===== src/sv/hsv_color_interpolator_assert.svh =====
// ----------------------------------------------------------------------------
// hsv color interpolator assertion macros
// clocked on i_clk, disabled while i_rst_n is low
// ----------------------------------------------------------------------------
`ifndef HSV_COLOR_INTERPOLATOR_ASSERT_SVH
`define HSV_COLOR_INTERPOLATOR_ASSERT_SVH

// plain property
`define HSVI_ASSERT(lbl, prop, msg) \
    lbl: assert property (@(posedge i_clk) disable iff (!i_rst_n) (prop)) \
        else $error(msg);

// condition implies a property in the next cycle
`define HSVI_ASSERT_NEXT(lbl, cond, nxt, msg) \
    lbl: assert property (@(posedge i_clk) disable iff (!i_rst_n) (cond) |=> (nxt)) \
        else $error(msg);

`endif


===== src/sv/hsvi_pkg.sv =====
// ----------------------------------------------------------------------------
// hsvi_pkg
// shared constants and types of the hsv color interpolator
// ----------------------------------------------------------------------------
package hsvi_pkg;

    localparam int BLEND_FRAC_BITS = 8;
    localparam int BLEND_W         = BLEND_FRAC_BITS + 1;
    localparam logic [BLEND_W-1:0] BLEND_FULL = BLEND_W'(1) << BLEND_FRAC_BITS;
    localparam logic [BLEND_W-1:0] BLEND_HALF = BLEND_FULL >> 1;

    localparam int HUE_FULL = 23040;
    localparam int HUE_HALF = 11520;
    localparam int HUE_SEXT = 3840;
    localparam int HUE_W    = 15;
    localparam int FRAC_W   = 17;

    localparam int DIV_Q_W    = 18;
    localparam int DIV_STEPS  = 6;
    localparam int DIV_STAGES = 3;
    localparam int NUM_STAGES = 10;

    typedef struct packed {
        logic [7:0]         start_red;
        logic [7:0]         start_green;
        logic [7:0]         start_blue;
        logic [7:0]         end_red;
        logic [7:0]         end_green;
        logic [7:0]         end_blue;
        logic [BLEND_W-1:0] blend;
    } t_in_item;

    typedef struct packed {
        logic [7:0] out_red;
        logic [7:0] out_green;
        logic [7:0] out_blue;
    } t_out_item;

    // long division state: partial remainder, numerator bits then quotient bits
    typedef struct packed {
        logic [7:0]         rem;
        logic [DIV_Q_W-1:0] nq;
        logic [7:0]         den;
    } t_div;

    typedef enum logic [2:0] {
        SX_RED_YEL = 3'd0,
        SX_YEL_GRN = 3'd1,
        SX_GRN_CYN = 3'd2,
        SX_CYN_BLU = 3'd3,
        SX_BLU_MAG = 3'd4,
        SX_MAG_RED = 3'd5
    } t_sextant;

endpackage


===== src/sv/hsvi_div_step.sv =====
// ----------------------------------------------------------------------------
// hsvi_div_step
// one registered stage of restoring division, six quotient bits per stage
// ----------------------------------------------------------------------------
module hsvi_div_step (
    input  logic          i_clk,
    input  logic          i_en,
    input  hsvi_pkg::t_div i_div,
    output hsvi_pkg::t_div o_div
);
    import hsvi_pkg::*;

    t_div n_div;
    t_div r_div;

    always_comb begin
        logic [8:0] trial;
        logic       qbit;
        n_div = i_div;
        for (int i = 0; i < DIV_STEPS; i++) begin
            trial = {n_div.rem, n_div.nq[DIV_Q_W-1]};
            if (trial >= {1'b0, n_div.den}) begin
                n_div.rem = 8'(trial - {1'b0, n_div.den});
                qbit      = 1'b1;
            end else begin
                n_div.rem = trial[7:0];
                qbit      = 1'b0;
            end
            n_div.nq = {n_div.nq[DIV_Q_W-2:0], qbit};
        end
    end

    always_ff @(posedge i_clk) begin
        if (i_en) begin
            r_div <= n_div;
        end
    end

    assign o_div = r_div;

endmodule


===== config.mk =====
export PLATFORM = sky130hd
export DESIGN_NAME = hsvi_div_step
export DESIGN_NICKNAME = d
export VERILOG_FILES = /design/src/sv/hsv_color_interpolator_assert.svh /design/src/sv/hsvi_pkg.sv /design/src/sv/hsvi_div_step.sv
export SDC_FILE = /design/constraint.sdc
export NUM_CORES = 1
export LEC_CHECK = 0
export ABC_AREA = 1
export BUFFER_PORTS_ARGS = -buffer_cell sky130_fd_sc_hd__buf_4
export CORE_UTILIZATION = 45
export DETAILED_ROUTE_END_ITERATION = 7
export PLACE_DENSITY = 0.66
export SYNTH_ARGS = -nofsm -noshare
export SYNTH_HDL_FRONTEND = slang
export SYNTH_SLANG_ARGS = --single-unit

===== constraint.sdc =====
create_clock -name i_clk -period 25.8 [get_ports i_clk]
set_input_delay 5.16 -clock i_clk [delete_from_list [all_inputs] [get_ports i_clk]]
set_output_delay 5.16 -clock i_clk [all_outputs]
set_load 0.05 [all_outputs]

Word-level counts from Yosys, hierarchy flattened --
Index checks and enable logic that the tools add are counted.
Cells by class: bitwise operators 0, reductions and logical operators 0, divide/modulo/power cells 0, muxes and demuxes 12, shift-type cells 0, add/subtract/negate cells 6, $mul 0, eq/ne operators 0, magnitude comparators 6
Operator list (count):
- $ge 9x8->1 | 6
- $mux 8 | 6
- $sub 8x8->8 | 6
- $mux 1 | 6
Storage, ports and cells: input port bits 36, memories 0, logic and storage cells 27, register bits 34, bits in latches 0, memory bits (writable) 0, ROM bits 0

Logic depth before layout (Yosys ltp) --
depth after elaboration 12, gate-level depth with buffers 76, gate-level depth less buffers 73

Worst setup path before layout --
OpenSTA, ideal clock, no wires.
kind input to register, from input port i_div[1] in the netlist's numbering, to register r_div (netlist bit o_div[31]), data pin, setup time 0.254 ns, slack 11.469 ns, stages 74, buffers on the path 3, arrival 14.077 ns, cells stage by stage inv_1 -> ha_1 -> nand2_1 -> inv_1 -> nand3_1 -> nor2_2 -> nor2_4 -> nand2_8 -> inv_4 -> nand2_1 -> nand2_1 -> ha_1 -> a21oi_1 -> o21ai_2 -> nand2_1 -> nand3_1 -> nand2_1 -> nand4_4 -> (+38 left out) -> nand2_2 -> nor2_4 -> nand2_1 -> nand2_1 -> ha_1 -> a21oi_1 -> nand2_1 -> a21oi_1 -> inv_1 -> a21oi_1 -> inv_1 -> a21oi_1 -> o21bai_1 -> nand2_1 -> o311ai_0 -> nand3b_4 -> nand2_1 -> nand2_1
RTL lines:
- from (decl) | RTL line hsvi_div_step.sv:8 | input hsvi_pkg::t_div i_div,
- to (signal assigned) | RTL line hsvi_div_step.sv:35 | r_div <= n_div;
- to (decl) | RTL line hsvi_div_step.sv:14 | t_div r_div;

==> metrics <==
status=finished, final reports clean; Top FF cell, synth=edfxtp_1; TritonCTS buffer count=5; global-route wire length before repair=15.12 mm; Setup crit end kind=register; WP buf/inv=9; total global-route track usage=21.77%; maximum clock rate=64.74 MHz; Final period util=59.87%; Final Hold Vio Count=0; Routed wire per std cell=13.52 um; synthesis-to-finish area growth=19.16%; Synth Area per Inst=7.794 sq um; max FFs per register=34; Finished Core Util=56.35%; async set-reset flop share out of synthesis=0%; CTS HTree Levels=2; synth warn=0; Root Driver=clkbuf_8; die area=9142 sq um; WP data required=25.84 ns; CP max-delay cell=ha_1; Initial Util=47.28%; Post-DRT Antenna Nets=0; DR iter-0 viols=148; drt pass-1 iters=4; RSZ-0062 raised after global routing=false; worst endpoint data arrival time=15.49 ns; Sequential Area=1021 sq um; Post-synth top cells=125 x nand2_1, 79 x inv_1, 48 x ha_1, 34 x edfxtp_1, 28 x a21oi_1; I/O pin count=70; drt via density=4.985; Clock Tree Buf Depth=2; postcts setup bufs=0; number of enable flip-flop cells after synthesis=34; layout cells sized above 1=23.45%; CP Class=input pin to register; Hold Path Cell Cnt=1; vias in the first global route=3204; Yosys reg bits=34; Hold Worst Slack=5.045 ns; crit-path max FO=15; Yosys top cell area share=25.89%; Filler cells=794; post-synthesis instance total=506; CTS tree=done; CTS sink cnt=34; Routed WL=9.258 mm; setup violators final=0; IO buf count=69; Placeable Area=8341 sq um; Die X-Extent=95.62 um; Max Cap Viol=0; Synth area leaders=edfxtp_1 26%, ha_1 15%, nand2_1 12%; cell with the most instances on the worst path=nand2_1; CTS clock-pin slew for the worst setup and hold paths=0.08 ns; Core Rows=33; post-synth top area cell=edfxtp_1; # diodes=0; final worst path period need=15.45 ns; DRC Markers=0; Crit path max-delay family=simple AND/OR/NAND/NOR gates; Net count, final=669; Slew @ Worst Pin=0.7470 ns; Slew Limit Fails=0; most frequent cell after synthesis=nand2_1; TNS Setup=0 ns; Placer Congestion=0.9063; hold bufs inserted after CTS=0; Die H=95.62 um; Max-Slew Margin vs Limit=49.57%; Worst path depth=71; grt ovf=0; CP peak stage delay=0.37 ns; synthesized area=3944 sq um; Hold Crit Class=input pin to register; Multi-input gate area=2562 sq um; pin count of the biggest net entering global routing=35; syn_nets=596; type of origin of the critical path=input pin; via count=3415; sequential fraction of the synthesis area=25.89%; dpl hpwl=7.557 mm; Synth cell types=45; # resized after CTS=0; antenna violations before repair=0
metrics by stage:
stage | setup slack, ns | cell area (sq um) | instances
final | 10.35 | 4700 | 685
after global routing | 9.164 | 4700 | 685
after CTS | 10.40 | 4700 | 685
after detailed placement | 10.12 | 4562 | 677
after global placement | 10.45 | 4562 | 677
after floorplan | 11.47 | 3944 | 506
cell type report:
| cell class | count | share of cell area, % |
|---|---|---|
| timing repair buffer | 69 | 11.02 |
| clock inverter | 3 | 1.464 |
| inverter | 87 | 7.002 |
| multi-input combinational | 382 | 54.53 |
| tap | 105 | 2.796 |
| sequential | 34 | 21.73 |
| clock buffer | 5 | 1.464 |
logic make-up (layout without fill, tap and decap cells):
kind of cell | after synthesis | after routing | synth area share (%)
XOR/XNOR | 33 | 33 | 7.328
buffers and inverters | 90 | 164 | 9.137
adder cells (fa/ha/maj) | 54 | 54 | 18.27
AO/OA/AOI/OAI | 67 | 67 | 10.03
AND/OR/NAND/NOR | 228 | 228 | 29.35
flip-flops | 34 | 34 | 25.89
path summary, 6_finish.rpt:
kind | startpoint | end | slack [ns]
min | i_div[7] | o_div[7] | 5.04
max | i_div[6] | o_div[29] | 10.35
per-layer routing:
metal / routed length [um] / GRT usage, %
met1: 4373 / 29.03
met2: 4110 / 35.60
met3: 476 / 2.472
met4: 297 / 9.080
met5: 0 / 0
cell usage in the layout, fill, tap and decap left out, types with 9 or more instances in the layout:
master,Yosys,layout
buf_4,0,69
nand3_1,22,22
nor2_1,23,23
o21ai_0,17,17
inv_1,79,79
a21oi_1,28,28
ha_1,48,48
o21ai_2,9,9
nand4_1,10,10
xor2_1,23,23
edfxtp_1,34,34
nand2_2,21,21
xnor2_1,10,10
nand2_1,125,125
Power is left out: the tool's default activity adds up to more than one toggle a clock period on the data nets, which glitch-free logic cannot reach.
